**src/hdl/aabb_cps_pkg.sv**
```systemverilog
// shared types and codes for the rectangle table pair scan unit
package aabb_cps_pkg;

  // operation carried by each input transfer
  typedef enum logic [1:0] {
    OP_ADD    = 2'd0,
    OP_REMOVE = 2'd1,
    OP_UPDATE = 2'd2,
    OP_SCAN   = 2'd3
  } opcode_t;

  // status reported with each result
  typedef enum logic [1:0] {
    ST_OK        = 2'd0,
    ST_DUP       = 2'd1,
    ST_FULL      = 2'd2,
    ST_NOT_FOUND = 2'd3
  } status_code_t;

  // field and bus widths on the stream buses
  localparam int IdBits       = 16;
  localparam int InDataBits   = 80;
  localparam int InUserBits   = 2;
  localparam int OutDataBits  = 40;
  localparam int OutUserBits  = 1;

  // commands from controller to datapath
  typedef struct packed {
    logic load_in;
    logic do_op;
    logic scan_init;
    logic load_row;
    logic pair_step;
    logic push_final;
  } dp_cmd_t;

  // status from datapath to controller
  typedef struct packed {
    opcode_t op;
    logic    few_entries;
    logic    col_end;
    logic    row_end;
    logic    hit;
    logic    pend_valid;
    logic    out_free;
  } dp_stat_t;

endpackage

```
**src/hdl/aabb_collider_table_pair_scan_unit.sv**
```systemverilog
// top level of the rectangle table pair scan unit
// Keeps an ordered table of up to MAX_COLLIDERS centred rectangles and
// handles one input transfer at a time. Add, remove and update present their
// result from the output register once it is free; all table changes happen
// in the execute state, and the next transfer is accepted only after it. A
// scan of two or more entries steps through an acceptance, a setup step, a
// row load for each row followed by its pair steps, and a finish step, with
// the one overlap comparator, which visits one pair per cycle unless a new
// hit must wait for the output register to release the pending pair. Each
// overlapping pair is held back until the next hit or the finish so that the
// final one can carry tlast; a stalled output holds the scan. The table lives
// in flip-flops and needs no clearing pass after reset.
module aabb_collider_table_pair_scan_unit #(
  parameter int MAX_COLLIDERS = 8,
  parameter int COORD_BITS    = 16
) (
  input  logic        clk,
  input  logic        rst,
  input  logic        s_axis_tvalid,
  output logic        s_axis_tready,
  // collider_id[15:0], pos_x[31:16], pos_y[47:32], size_w[63:48], size_h[79:64]
  input  logic [79:0] s_axis_tdata,
  // opcode[1:0]
  input  logic [1:0]  s_axis_tuser,
  output logic        m_axis_tvalid,
  input  logic        m_axis_tready,
  // status[1:0], first_id[17:2], second_id[33:18], zero fill[39:34]
  output logic [39:0] m_axis_tdata,
  // has_pair[0]
  output logic [0:0]  m_axis_tuser,
  // is_last
  output logic        m_axis_tlast
);

  aabb_cps_pkg::dp_cmd_t  cmd;
  aabb_cps_pkg::dp_stat_t stat;

  // sequencing of operations and scan
  aabb_cps_ctrl u_ctrl (
    .clk      (clk),
    .rst      (rst),
    .in_valid (s_axis_tvalid),
    .in_ready (s_axis_tready),
    .stat     (stat),
    .cmd      (cmd)
  );

  // table, comparator and output register
  aabb_cps_dp #(
    .MAX_COLLIDERS (MAX_COLLIDERS),
    .COORD_BITS    (COORD_BITS)
  ) u_dp (
    .clk      (clk),
    .rst      (rst),
    .s_tdata  (s_axis_tdata),
    .s_tuser  (s_axis_tuser),
    .m_tvalid (m_axis_tvalid),
    .m_tready (m_axis_tready),
    .m_tdata  (m_axis_tdata),
    .m_tuser  (m_axis_tuser),
    .m_tlast  (m_axis_tlast),
    .cmd      (cmd),
    .stat     (stat)
  );

endmodule

```
**src/hdl/aabb_cps_ctrl.sv**
```systemverilog
// controller state machine for the rectangle table pair scan unit
module aabb_cps_ctrl (
  input  logic                   clk,
  input  logic                   rst,
  input  logic                   in_valid,
  output logic                   in_ready,
  input  aabb_cps_pkg::dp_stat_t stat,
  output aabb_cps_pkg::dp_cmd_t  cmd
);

  typedef enum logic [4:0] {
    S_IDLE   = 5'b00001,
    S_EXEC   = 5'b00010,
    S_ROW    = 5'b00100,
    S_PAIR   = 5'b01000,
    S_FINISH = 5'b10000
  } state_t;

  state_t state;
  state_t state_next;

  // state register
  always_ff @(posedge clk) begin
    if (rst) begin
      state <= S_IDLE;
    end else begin
      state <= state_next;
    end
  end

  assign in_ready = (state == S_IDLE);

  // next state and datapath commands
  always_comb begin
    state_next = state;
    cmd        = '0;
    unique case (state)
      S_IDLE: begin
        if (in_valid) begin
          cmd.load_in = 1'b1;
          state_next  = S_EXEC;
        end
      end
      S_EXEC: begin
        if (stat.op == aabb_cps_pkg::OP_SCAN) begin
          cmd.scan_init = 1'b1;
          state_next    = stat.few_entries ? S_FINISH : S_ROW;
        end else if (stat.out_free) begin
          cmd.do_op  = 1'b1;
          state_next = S_IDLE;
        end
      end
      S_ROW: begin
        cmd.load_row = 1'b1;
        state_next   = S_PAIR;
      end
      S_PAIR: begin
        // a new hit needs the output slot to release the pending one
        if (!(stat.hit && stat.pend_valid && !stat.out_free)) begin
          cmd.pair_step = 1'b1;
          if (stat.col_end) begin
            state_next = stat.row_end ? S_FINISH : S_ROW;
          end
        end
      end
      S_FINISH: begin
        if (stat.out_free) begin
          cmd.push_final = 1'b1;
          state_next     = S_IDLE;
        end
      end
      default: begin
        state_next = S_IDLE;
      end
    endcase
  end

endmodule

```
**src/hdl/aabb_cps_dp.sv**
```systemverilog
// table storage, overlap comparator and output register of the pair scan unit
module aabb_cps_dp #(
  parameter int MAX_COLLIDERS = 8,
  parameter int COORD_BITS    = 16
) (
  input  logic                                      clk,
  input  logic                                      rst,
  input  logic [aabb_cps_pkg::InDataBits-1:0]       s_tdata,
  input  logic [aabb_cps_pkg::InUserBits-1:0]       s_tuser,
  output logic                                      m_tvalid,
  input  logic                                      m_tready,
  output logic [aabb_cps_pkg::OutDataBits-1:0]      m_tdata,
  output logic [aabb_cps_pkg::OutUserBits-1:0]      m_tuser,
  output logic                                      m_tlast,
  input  aabb_cps_pkg::dp_cmd_t                     cmd,
  output aabb_cps_pkg::dp_stat_t                    stat
);

  localparam int IW  = $clog2(MAX_COLLIDERS);
  localparam int CW  = $clog2(MAX_COLLIDERS + 1);
  localparam int EW  = COORD_BITS + 2;
  localparam int IDW = aabb_cps_pkg::IdBits;

  // latched input item
  aabb_cps_pkg::opcode_t          in_op;
  logic [IDW-1:0]                 in_id;
  logic signed [COORD_BITS-1:0]   in_x;
  logic signed [COORD_BITS-1:0]   in_y;
  logic [COORD_BITS-1:0]          in_w;
  logic [COORD_BITS-1:0]          in_h;

  // collider table
  logic [IDW-1:0]                 tab_id [MAX_COLLIDERS];
  logic signed [COORD_BITS-1:0]   tab_x  [MAX_COLLIDERS];
  logic signed [COORD_BITS-1:0]   tab_y  [MAX_COLLIDERS];
  logic [COORD_BITS-1:0]          tab_w  [MAX_COLLIDERS];
  logic [COORD_BITS-1:0]          tab_h  [MAX_COLLIDERS];
  logic [CW-1:0]                  count;

  // scan registers
  logic [IW-1:0]                  row_i;
  logic [IW-1:0]                  col_j;
  logic signed [EW-1:0]           a_l, a_r, a_d, a_u;
  logic [IDW-1:0]                 a_id;
  logic                           pend_valid;
  logic [IDW-1:0]                 pend_a;
  logic [IDW-1:0]                 pend_b;

  // output register
  logic                           out_valid;
  aabb_cps_pkg::status_code_t     out_status;
  logic                           out_has_pair;
  logic [IDW-1:0]                 out_first;
  logic [IDW-1:0]                 out_second;
  logic                           out_last;

  // lookup and comparator signals
  logic [MAX_COLLIDERS-1:0]       match;
  logic                           found;
  logic [IW-1:0]                  fpos;
  logic signed [EW-1:0]           b_l, b_r, b_d, b_u;
  logic                           hit;
  logic                           out_free;

  // exact edges: twice the centre minus or plus the full size
  function automatic logic signed [EW-1:0] edge_lo(logic signed [COORD_BITS-1:0] c,
                                                   logic [COORD_BITS-1:0] s);
    return (EW'(c) <<< 1) - $signed({2'b00, s});
  endfunction

  function automatic logic signed [EW-1:0] edge_hi(logic signed [COORD_BITS-1:0] c,
                                                   logic [COORD_BITS-1:0] s);
    return (EW'(c) <<< 1) + $signed({2'b00, s});
  endfunction

  function automatic logic in_closed(logic signed [EW-1:0] v, logic signed [EW-1:0] lo,
                                     logic signed [EW-1:0] hi);
    return (v >= lo) && (v <= hi);
  endfunction

  // edges of box p tested against the intervals of box q on both axes
  function automatic logic one_way(logic signed [EW-1:0] pl, logic signed [EW-1:0] pr,
                                   logic signed [EW-1:0] pd, logic signed [EW-1:0] pu,
                                   logic signed [EW-1:0] ql, logic signed [EW-1:0] qr,
                                   logic signed [EW-1:0] qd, logic signed [EW-1:0] qu);
    logic ox;
    logic oy;
    ox = in_closed(pl, ql, qr) || in_closed(pr, ql, qr);
    oy = in_closed(pu, qd, qu) || in_closed(pd, qd, qu);
    return ox && oy;
  endfunction

  // id lookup over live entries, lowest position wins
  always_comb begin
    match = '0;
    fpos  = '0;
    for (int k = 0; k < MAX_COLLIDERS; k++) begin
      match[k] = (tab_id[k] == in_id) && (CW'(k) < count);
    end
    for (int k = MAX_COLLIDERS - 1; k >= 0; k--) begin
      if (match[k]) begin
        fpos = IW'(k);
      end
    end
  end

  assign found = |match;

  // second box of the current pair
  assign b_l = edge_lo(tab_x[col_j], tab_w[col_j]);
  assign b_r = edge_hi(tab_x[col_j], tab_w[col_j]);
  assign b_d = edge_lo(tab_y[col_j], tab_h[col_j]);
  assign b_u = edge_hi(tab_y[col_j], tab_h[col_j]);

  assign hit = one_way(a_l, a_r, a_d, a_u, b_l, b_r, b_d, b_u) ||
               one_way(b_l, b_r, b_d, b_u, a_l, a_r, a_d, a_u);

  assign out_free = !out_valid || m_tready;

  // status to controller
  always_comb begin
    stat.op          = in_op;
    stat.few_entries = (count < CW'(2));
    stat.col_end     = ((CW'(col_j) + CW'(1)) == count);
    stat.row_end     = ((CW'(row_i) + CW'(2)) == count);
    stat.hit         = hit;
    stat.pend_valid  = pend_valid;
    stat.out_free    = out_free;
  end

  // input capture, table contents and scan payload
  always_ff @(posedge clk) begin
    if (cmd.load_in) begin
      in_op <= aabb_cps_pkg::opcode_t'(s_tuser[1:0]);
      in_id <= s_tdata[15:0];
      in_x  <= COORD_BITS'($signed(s_tdata[31:16]));
      in_y  <= COORD_BITS'($signed(s_tdata[47:32]));
      in_w  <= COORD_BITS'(s_tdata[63:48]);
      in_h  <= COORD_BITS'(s_tdata[79:64]);
    end
    if (cmd.do_op) begin
      unique case (in_op)
        aabb_cps_pkg::OP_ADD: begin
          if (!found && (count < CW'(MAX_COLLIDERS))) begin
            tab_id[IW'(count)] <= in_id;
            tab_x[IW'(count)]  <= in_x;
            tab_y[IW'(count)]  <= in_y;
            tab_w[IW'(count)]  <= in_w;
            tab_h[IW'(count)]  <= in_h;
          end
        end
        aabb_cps_pkg::OP_REMOVE: begin
          // later entries close up by one place
          if (found) begin
            for (int k = 0; k < MAX_COLLIDERS - 1; k++) begin
              if (IW'(k) >= fpos) begin
                tab_id[k] <= tab_id[k + 1];
                tab_x[k]  <= tab_x[k + 1];
                tab_y[k]  <= tab_y[k + 1];
                tab_w[k]  <= tab_w[k + 1];
                tab_h[k]  <= tab_h[k + 1];
              end
            end
          end
        end
        aabb_cps_pkg::OP_UPDATE: begin
          if (found) begin
            tab_x[fpos] <= in_x;
            tab_y[fpos] <= in_y;
          end
        end
        aabb_cps_pkg::OP_SCAN: begin
        end
        default: begin
        end
      endcase
    end
    if (cmd.load_row) begin
      a_l  <= edge_lo(tab_x[row_i], tab_w[row_i]);
      a_r  <= edge_hi(tab_x[row_i], tab_w[row_i]);
      a_d  <= edge_lo(tab_y[row_i], tab_h[row_i]);
      a_u  <= edge_hi(tab_y[row_i], tab_h[row_i]);
      a_id <= tab_id[row_i];
    end
    if (cmd.pair_step && hit) begin
      pend_a <= a_id;
      pend_b <= tab_id[col_j];
    end
  end

  // entry count, scan indexes and pending flag
  always_ff @(posedge clk) begin
    if (rst) begin
      count      <= '0;
      row_i      <= '0;
      col_j      <= '0;
      pend_valid <= 1'b0;
    end else begin
      if (cmd.do_op) begin
        if ((in_op == aabb_cps_pkg::OP_ADD) && !found && (count < CW'(MAX_COLLIDERS))) begin
          count <= count + CW'(1);
        end else if ((in_op == aabb_cps_pkg::OP_REMOVE) && found) begin
          count <= count - CW'(1);
        end
      end
      if (cmd.scan_init) begin
        row_i      <= '0;
        pend_valid <= 1'b0;
      end
      if (cmd.load_row) begin
        col_j <= row_i + IW'(1);
      end
      if (cmd.pair_step) begin
        if (hit) begin
          pend_valid <= 1'b1;
        end
        if (stat.col_end) begin
          row_i <= row_i + IW'(1);
        end else begin
          col_j <= col_j + IW'(1);
        end
      end
    end
  end

  // output register valid
  always_ff @(posedge clk) begin
    if (rst) begin
      out_valid <= 1'b0;
    end else if (cmd.do_op || cmd.push_final || (cmd.pair_step && hit && pend_valid)) begin
      out_valid <= 1'b1;
    end else if (m_tready) begin
      out_valid <= 1'b0;
    end
  end

  // output register payload
  always_ff @(posedge clk) begin
    if (cmd.do_op) begin
      out_has_pair <= 1'b0;
      out_first    <= '0;
      out_second   <= '0;
      out_last     <= 1'b1;
      unique case (in_op)
        aabb_cps_pkg::OP_ADD: begin
          if (found) begin
            out_status <= aabb_cps_pkg::ST_DUP;
          end else if (count >= CW'(MAX_COLLIDERS)) begin
            out_status <= aabb_cps_pkg::ST_FULL;
          end else begin
            out_status <= aabb_cps_pkg::ST_OK;
          end
        end
        aabb_cps_pkg::OP_REMOVE, aabb_cps_pkg::OP_UPDATE: begin
          out_status <= found ? aabb_cps_pkg::ST_OK : aabb_cps_pkg::ST_NOT_FOUND;
        end
        default: begin
          out_status <= aabb_cps_pkg::ST_OK;
        end
      endcase
    end else if (cmd.pair_step && hit && pend_valid) begin
      // release the previous pair, the new one is kept back
      out_status   <= aabb_cps_pkg::ST_OK;
      out_has_pair <= 1'b1;
      out_first    <= pend_a;
      out_second   <= pend_b;
      out_last     <= 1'b0;
    end else if (cmd.push_final) begin
      out_status   <= aabb_cps_pkg::ST_OK;
      out_has_pair <= pend_valid;
      out_first    <= pend_valid ? pend_a : '0;
      out_second   <= pend_valid ? pend_b : '0;
      out_last     <= 1'b1;
    end
  end

  assign m_tvalid = out_valid;
  assign m_tdata  = {6'b000000, out_second, out_first, out_status};
  assign m_tuser  = out_has_pair;
  assign m_tlast  = out_last;

endmodule

```
**config.mk**
```make
export PLATFORM = sky130hd
export DESIGN_NAME = aabb_collider_table_pair_scan_unit
export DESIGN_NICKNAME = d
export VERILOG_FILES = /design/src/hdl/aabb_cps_pkg.sv /design/src/hdl/aabb_collider_table_pair_scan_unit.sv /design/src/hdl/aabb_cps_ctrl.sv /design/src/hdl/aabb_cps_dp.sv
export SDC_FILE = /design/constraint.sdc
export NUM_CORES = 2
export LEC_CHECK = 0
export BUFFER_PORTS_ARGS = -buffer_cell sky130_fd_sc_hd__buf_4
export CORE_MARGIN = 3
export CORE_UTILIZATION = 60
export CTS_BUF_LIST = sky130_fd_sc_hd__clkbuf_2 sky130_fd_sc_hd__clkbuf_4 sky130_fd_sc_hd__clkbuf_8
export CTS_CLUSTER_SIZE = 30
export DETAILED_ROUTE_END_ITERATION = 10
export PLACE_DENSITY = 0.77
export SETUP_SLACK_MARGIN = 0.3
export SYNTH_ARGS = -nofsm -noshare
export SYNTH_HDL_FRONTEND = slang
export SYNTH_SLANG_ARGS = --single-unit
```
**constraint.sdc**
```tcl
create_clock -name clk -period 10.6 [get_ports clk]
set_input_delay 1.06 -clock clk [delete_from_list [all_inputs] [get_ports clk]]
set_output_delay 1.06 -clock clk [all_outputs]
set_load 0.05 [all_outputs]
```
**After elaboration in Yosys (flattened, before gate mapping)**

Memory sizes are Yosys's and may differ from the RTL's. A register that Yosys moved wholly into a read port is not among the register bits.
Index checks and enable logic that the tools add are counted.

- Memories: 5
- Memory bits (read-only): 0
- Memory bits (writable): 640
- Output and inout bits: 44
- Word-level logic and storage cells: 277
- Bits in latches: 0
- Bits in registers: 223

Memories:

| name | depth | bits a word | rd ports | clocked after Yosys merged registers in | write ports | RTL line | source |
|---|---|---|---|---|---|---|---|
| u_dp.tab_h | 8 | 16 | 9 | 2 | 7 | aabb_cps_dp.sv:37 | `logic [COORD_BITS-1:0] tab_h [MAX_COLLIDERS];` |
| u_dp.tab_id | 8 | 16 | 10 | 2 | 7 | aabb_cps_dp.sv:33 | `logic [IDW-1:0] tab_id [MAX_COLLIDERS];` |
| u_dp.tab_w | 8 | 16 | 9 | 2 | 7 | aabb_cps_dp.sv:36 | `logic [COORD_BITS-1:0] tab_w [MAX_COLLIDERS];` |
| u_dp.tab_x | 8 | 16 | 9 | 2 | 7 | aabb_cps_dp.sv:34 | `logic signed [COORD_BITS-1:0] tab_x [MAX_COLLIDERS];` |
| u_dp.tab_y | 8 | 16 | 9 | 2 | 7 | aabb_cps_dp.sv:35 | `logic signed [COORD_BITS-1:0] tab_y [MAX_COLLIDERS];` |

- Reduce and logical (&&, ||, !) cells: 53
- Mux-type cells: 128
- Shift-type cells: 0
- Magnitude comparators: 34
- Multipliers: 0
- Divide/modulo/power cells: 0
- Add/subtract/negate cells: 14
- Equal/unequal tests: 21
- Bitwise operators: 0

Operators by type and width:

| cell | count |
|---|---|
| 16-bit 2-to-1 mux | 13 |
| 18-bit >= comparator | 8 |
| 18-bit less-or-equal comparator | 8 |
| 16-bit equality test | 8 |
| 16-bit OR reduction | 7 |
| 3-bit 2-to-1 mux | 29 |
| 17-bit by 17-bit adder with 18-bit output | 4 |
| 17-bit by 17-bit subtractor with 18-bit output | 4 |
| 1-bit 2-to-1 mux | 68 |
| 5-bit 2-to-1 mux | 7 |
| 1-bit logical AND | 26 |
| 5-bit one-hot mux with 5 select lines | 1 |
| 3-bit by 4-bit < comparator with 1-bit output (first input constant) | 4 |
| 2-bit 2-to-1 mux | 7 |
| 3-bit >= comparator (first input constant) | 3 |
| 4-bit equality test | 2 |
| 1-bit logical OR | 8 |
| 1-bit by 4-bit < comparator with 1-bit output (first input constant) | 2 |
| 2-bit by 4-bit < comparator with 1-bit output (first input constant) | 2 |
| 4-bit 2-to-1 mux | 2 |
| 8-bit OR reduction | 1 |
| 3-bit by 1-bit adder with 3-bit output (second input constant) | 2 |
| 1-bit by 3-bit >= comparator with 1-bit output (first input constant) | 2 |
| 2-bit by 3-bit >= comparator with 1-bit output (first input constant) | 2 |
| 23 further kinds | 30 |

**Depth between registers and ports, before layout**

An unclocked memory read counts as a cell.

- Depth in word-level cells: 20
- Mapped depth: 34
- Gate-level depth less buffers: 29

**By module**

A second synthesis with hierarchy kept.

- Cells, all modules: 4261
- Area, all modules: 54203.2 µm²

Modules (own cells, without submodules):

| module | cells an instance | instances | seq. area each (µm²) | area each (µm²) |
|---|---|---|---|---|
| aabb_cps_dp | 4209 | 1 | 26205.1 | 53789.1 |
| aabb_cps_ctrl | 52 | 1 | 100.1 | 414.1 |

**Worst setup path before layout**

OpenSTA, ideal clock, no wires.

- Path type: flip-flop to flip-flop
- Start: reg, netlist name u_dp.col_j[0]
- End: reg u_dp.pend_a[0], enable pin
- Stages on the path, launching flop included: 29
- Data required time: 10208 ps
- Path buffers: 4
- Library setup time: 392 ps
- Arrival time: 7043 ps
- Path slack: 3165 ps
- Cells stage by stage: dfxtp_1 buf_6 buf_1 buf_1 mux4_2 mux2_2 ha_1 buf_2 or4_1 a2111oi_0 o21ai_1 and3_4 nor2_1 nor2_1 o21bai_1 a21oi_1 nor2_1 nor2_1 xnor2_1 ha_1 a211oi_1 a31oi_1 o21a_1 a22o_1 a31o_2 o2bb2ai_1 a22o_4 nand2_1 and3_1

RTL lines:

| item | RTL line | source |
|---|---|---|
| end signal, assigned | aabb_cps_dp.sv:186 | `pend_a <= a_id;` |
| end, declared | aabb_cps_dp.sv:46 | `logic [IDW-1:0] pend_a;` |

==> metrics.csv <==
metric,value,unit
synthDominantCellAreaShare,0.466,
final_nets,4835,
drt_first_iter_violations,4576,
worst_slack,2540,ps
worstHoldPathType,in2reg,
area_of_combinational_cells_with_multiple_inputs,26200,um^2
p_per_area,127,nW/um^2
via_count,38400,
grt_overflow_total,0,
rows,109,
fmax,124,MHz
grt_setup_unrepaired,no,
final_util,0.668,
route.top_layer_used,met5,
placed_cells,5506,
synth_compound_area_frac,0.102,
critical_path_peak_fanout,60,
sequential_cell_area,26300,um^2
m1WireLength,59700,um
netlist.top_cell.by_area,sky130_fd_sc_hd__edfxtp_1,
cts.hold.buffers_added,0,
htree_num_levels,4,
clk-insertion-delay-late,850,ps
gate_count_after_technology_mapping,4415,
dpl.hpwl,105000,um
post_synth_fa_ha_maj_area_fraction,0.0609,
detailedRoute.firstPassIterationCount,6,
drt.antenna.violating_nets,0,
syn2layout_area_growth,9.52,%
grt_start_max_net_pins,73,
clock-root-buffer,sky130_fd_sc_hd__clkbuf_8,
reg2reg_from,u_dp.col_j[0]$_SDFF_PP0_,
met3_length,14500,um
setup-tns-final,0,ps
fin_skew,43.7,ps
synthDistinctLibCells,99,
dieHeight,307,um
power_leakage,20.8,nW
fill_cells,6540,
period_share,0.760,
slew_viol_final,0,
timing_hold_violations_final,0,
gpl.final_weighted_congestion,1.00,
fin_cells,5783,
layout-drive-gt1-share,0.209,
grt.total_usage,0.327,
wl_met2,73300,um
cts_setup_buffers,0,
cts_inserted_buffers,152,
netlist_area,54200,um^2
vias_per_cell,6.64,
fin_crit,8060,ps
die_area,94000,um^2
synth-seq-cells,893,
synth_enable_flop_cells,842,
floorplan.initialDensity,0.610,
placeableCoreArea,88900,um^2
max_slew.worst_pin.slew,1270,ps
clk_pin_slew_worst_setup_hold_paths,60,ps
synth-seq-area-share,0.485,
cap_viol_max_count,0,
synth_area_leaders,"sky130_fd_sc_hd__edfxtp_1 47%, sky130_fd_sc_hd__mux4_2 13%, sky130_fd_sc_hd__ha_1 5.7%",
run_status,"complete, no violations",
first_global_vias,37900,
min-delay-start,s_axis_tdata[18],
crit_end_element,flop,
die-width,307,um
cts.path.max_buffers,3,
ir_worst_vdd,0.000110,V
synth-simple-area-share,0.0800,
crit_type,reg2reg,
tritoncts,done,
antenna_found_initial,2,
timing.critical_path.arrival,8780,ps
first_pass_grt_wire_length,231000,um
critPathLaunch,u_dp.col_j[0]$_SDFF_PP0_,
postSynth.asyncResetShare,0,
synth_xor_area_frac,0.0416,
synth_ff_type,sky130_fd_sc_hd__edfxtp_1,
syn_avg_cell_area,12.3,um^2
postRouteWirelength,154000,um
worstPathRequired,11330,ps
setup.worst_path.start_class,flop,
place_ws,2660,ps
slew-limit-headroom,0.131,
setup_viol,0,
synth.area.mux_share,0.193,
ctsResizeCount,0,
wire_per_inst,26.6,um
clock_sink_count,893,
ioPinCount,130,
yosys_warnings,0,
largest_family_of_logic_cells_by_synthesized_area,multiplexers,
remaining_drc_errors,0,
number_of_i_o_port_buffers,123,
worst paths after layout:
check             cells after the start                              end  slack (ps)
setup / recovery                     26  u_dp.out_first[13]$_SDFFE_PP0P_        2540
hold / removal                        1           u_dp.in_x[2]$_DFFE_PP_         390
setup reg to reg                     26  u_dp.out_first[13]$_SDFFE_PP0P_        2540
hold reg to reg                       0        u_dp.pend_a[13]$_DFFE_PN_         410
flip-flops by register name, summed over array words and instances, names as in the netlist, 4 cells and up:
| signal | flops |
|---|---|
| u_dp.tab_w | 128 |
| u_dp.tab_id | 128 |
| u_dp.in_x | 16 |
| u_ctrl.state | 5 |
| u_dp.pend_a | 16 |
| u_dp.tab_x | 128 |
| u_dp.in_w | 16 |
| u_dp.a_r | 18 |
| u_dp.a_id | 16 |
| u_dp.in_id | 16 |
| u_dp.a_l | 17 |
| u_dp.in_y | 16 |
| u_dp.out_second | 16 |
| u_dp.count | 4 |
| u_dp.a_u | 18 |
| u_dp.in_h | 16 |
| u_dp.tab_y | 128 |
| u_dp.out_first | 16 |
| u_dp.a_d | 17 |
| u_dp.tab_h | 128 |
| u_dp.pend_b | 16 |
through the flow:
step | hold WS (ps) | cell area (um^2) | power [mW]
2_1_floorplan | 400 | 54200 | 4.25
3_3_place_gp | 406 | 56300 | 4.37
3_5_place_dp | 405 | 56300 | 4.38
4_1_cts | 317 | 59400 | 7.56
5_1_grt | 333 | 59400 | 7.76
6_report | 385 | 59400 | 7.53
routing by layer:
metal	vias to the layer above	GRT usage
li1	16900	-
met1	19000	0.449
met2	2194	0.521
met3	367	0.0592
met4	2	0.139
met5	-	0
Yosys cell counts, types with 23 or more instances:
library cell	n
sky130_fd_sc_hd__a21o_1	43
sky130_fd_sc_hd__a21oi_1	473
sky130_fd_sc_hd__a22o_1	33
sky130_fd_sc_hd__and3_1	23
sky130_fd_sc_hd__buf_1	45
sky130_fd_sc_hd__clkbuf_1	184
sky130_fd_sc_hd__dfxtp_1	51
sky130_fd_sc_hd__edfxtp_1	842
sky130_fd_sc_hd__ha_1	246
sky130_fd_sc_hd__inv_1	244
sky130_fd_sc_hd__mux2_2	146
sky130_fd_sc_hd__mux2i_1	159
sky130_fd_sc_hd__mux4_2	319
sky130_fd_sc_hd__nand2_1	155
sky130_fd_sc_hd__nand2b_1	27
sky130_fd_sc_hd__nand3_1	48
sky130_fd_sc_hd__nand4_1	33
sky130_fd_sc_hd__nor2_1	496
sky130_fd_sc_hd__nor3_1	41
sky130_fd_sc_hd__nor4_1	27
sky130_fd_sc_hd__o21ai_0	160
sky130_fd_sc_hd__o21bai_1	46
sky130_fd_sc_hd__xnor2_1	125
sky130_fd_sc_hd__xor2_1	126
power breakdown:
group / leakage (nW) / internal [mW] / total [mW] / switching, mW
logic: 11.1 / 0.147 / 0.370 / 0.223
clock network: 1.63 / 1.74 / 3.21 / 1.47
registers: 8.03 / 3.91 / 3.95 / 0.0429
total: 20.8 / 5.79 / 7.53 / 1.74
cells by family (layout without fill, tap and decap cells):
family | count (synthesis) | after routing
AOI/OAI and AO/OA | 920 | 920
xor gates and xnor gates | 254 | 254
adders and majority gates | 260 | 260
buffers and inverters | 505 | 702
DFF | 893 | 893
muxes | 627 | 627
other | 1 | 7
and+or+nand+nor | 955 | 955
worst max-delay path, stage by stage, from the launching register on:
cell and delay (ps):
sky130_fd_sc_hd__dfxtp_4 750, sky130_fd_sc_hd__buf_12 470, sky130_fd_sc_hd__mux4_2 570, sky130_fd_sc_hd__mux2_2 310, sky130_fd_sc_hd__ha_1 510, sky130_fd_sc_hd__nor2_1 150, sky130_fd_sc_hd__o311ai_0 570, sky130_fd_sc_hd__a32oi_1 300
sky130_fd_sc_hd__a31oi_1 290, sky130_fd_sc_hd__nor2_1 70, sky130_fd_sc_hd__nor2_1 90, sky130_fd_sc_hd__nor2_1 50, sky130_fd_sc_hd__xor2_1 230, sky130_fd_sc_hd__ha_1 310, sky130_fd_sc_hd__nand4_1 110, sky130_fd_sc_hd__a31oi_1 80
sky130_fd_sc_hd__a2111oi_0 420, sky130_fd_sc_hd__o31ai_1 120, sky130_fd_sc_hd__a21o_1 200, sky130_fd_sc_hd__maj3_1 360, sky130_fd_sc_hd__o2111a_1 190, sky130_fd_sc_hd__o31a_1 290, sky130_fd_sc_hd__o2bb2ai_1 220, sky130_fd_sc_hd__a22o_4 240
sky130_fd_sc_hd__a21o_1 180, sky130_fd_sc_hd__nand2_2 380, sky130_fd_sc_hd__a22o_1 340
layout make-up:
type	count	share of cell area
Sequential cell	893	0.443
Multi-Input combinational cell	3022	0.441
Clock buffer	211	0.0435
Tap cell	1165	0.0246
Timing Repair Buffer	181	0.0235
Inverter	245	0.0155
Clock inverter	65	0.00847
Antenna cell	1	0.0000421
cells in the final DEF (no fill, tap or decap), drive strengths merged, types with 127 or more instances in the layout:
| cell | synthesis | routed |
|---|---|---|
| mux2i | 160 | 160 |
| buf | 76 | 181 |
| clkbuf | 184 | 211 |
| xnor2 | 127 | 127 |
| mux2 | 147 | 147 |
| nand2 | 156 | 156 |
| a21oi | 475 | 475 |
| inv | 245 | 252 |
| o21ai | 169 | 169 |
| mux4 | 320 | 320 |
| nor2 | 496 | 496 |
| edfxtp | 842 | 842 |
| ha | 246 | 246 |
No activity file was read; power rests on OpenSTA's default activity.
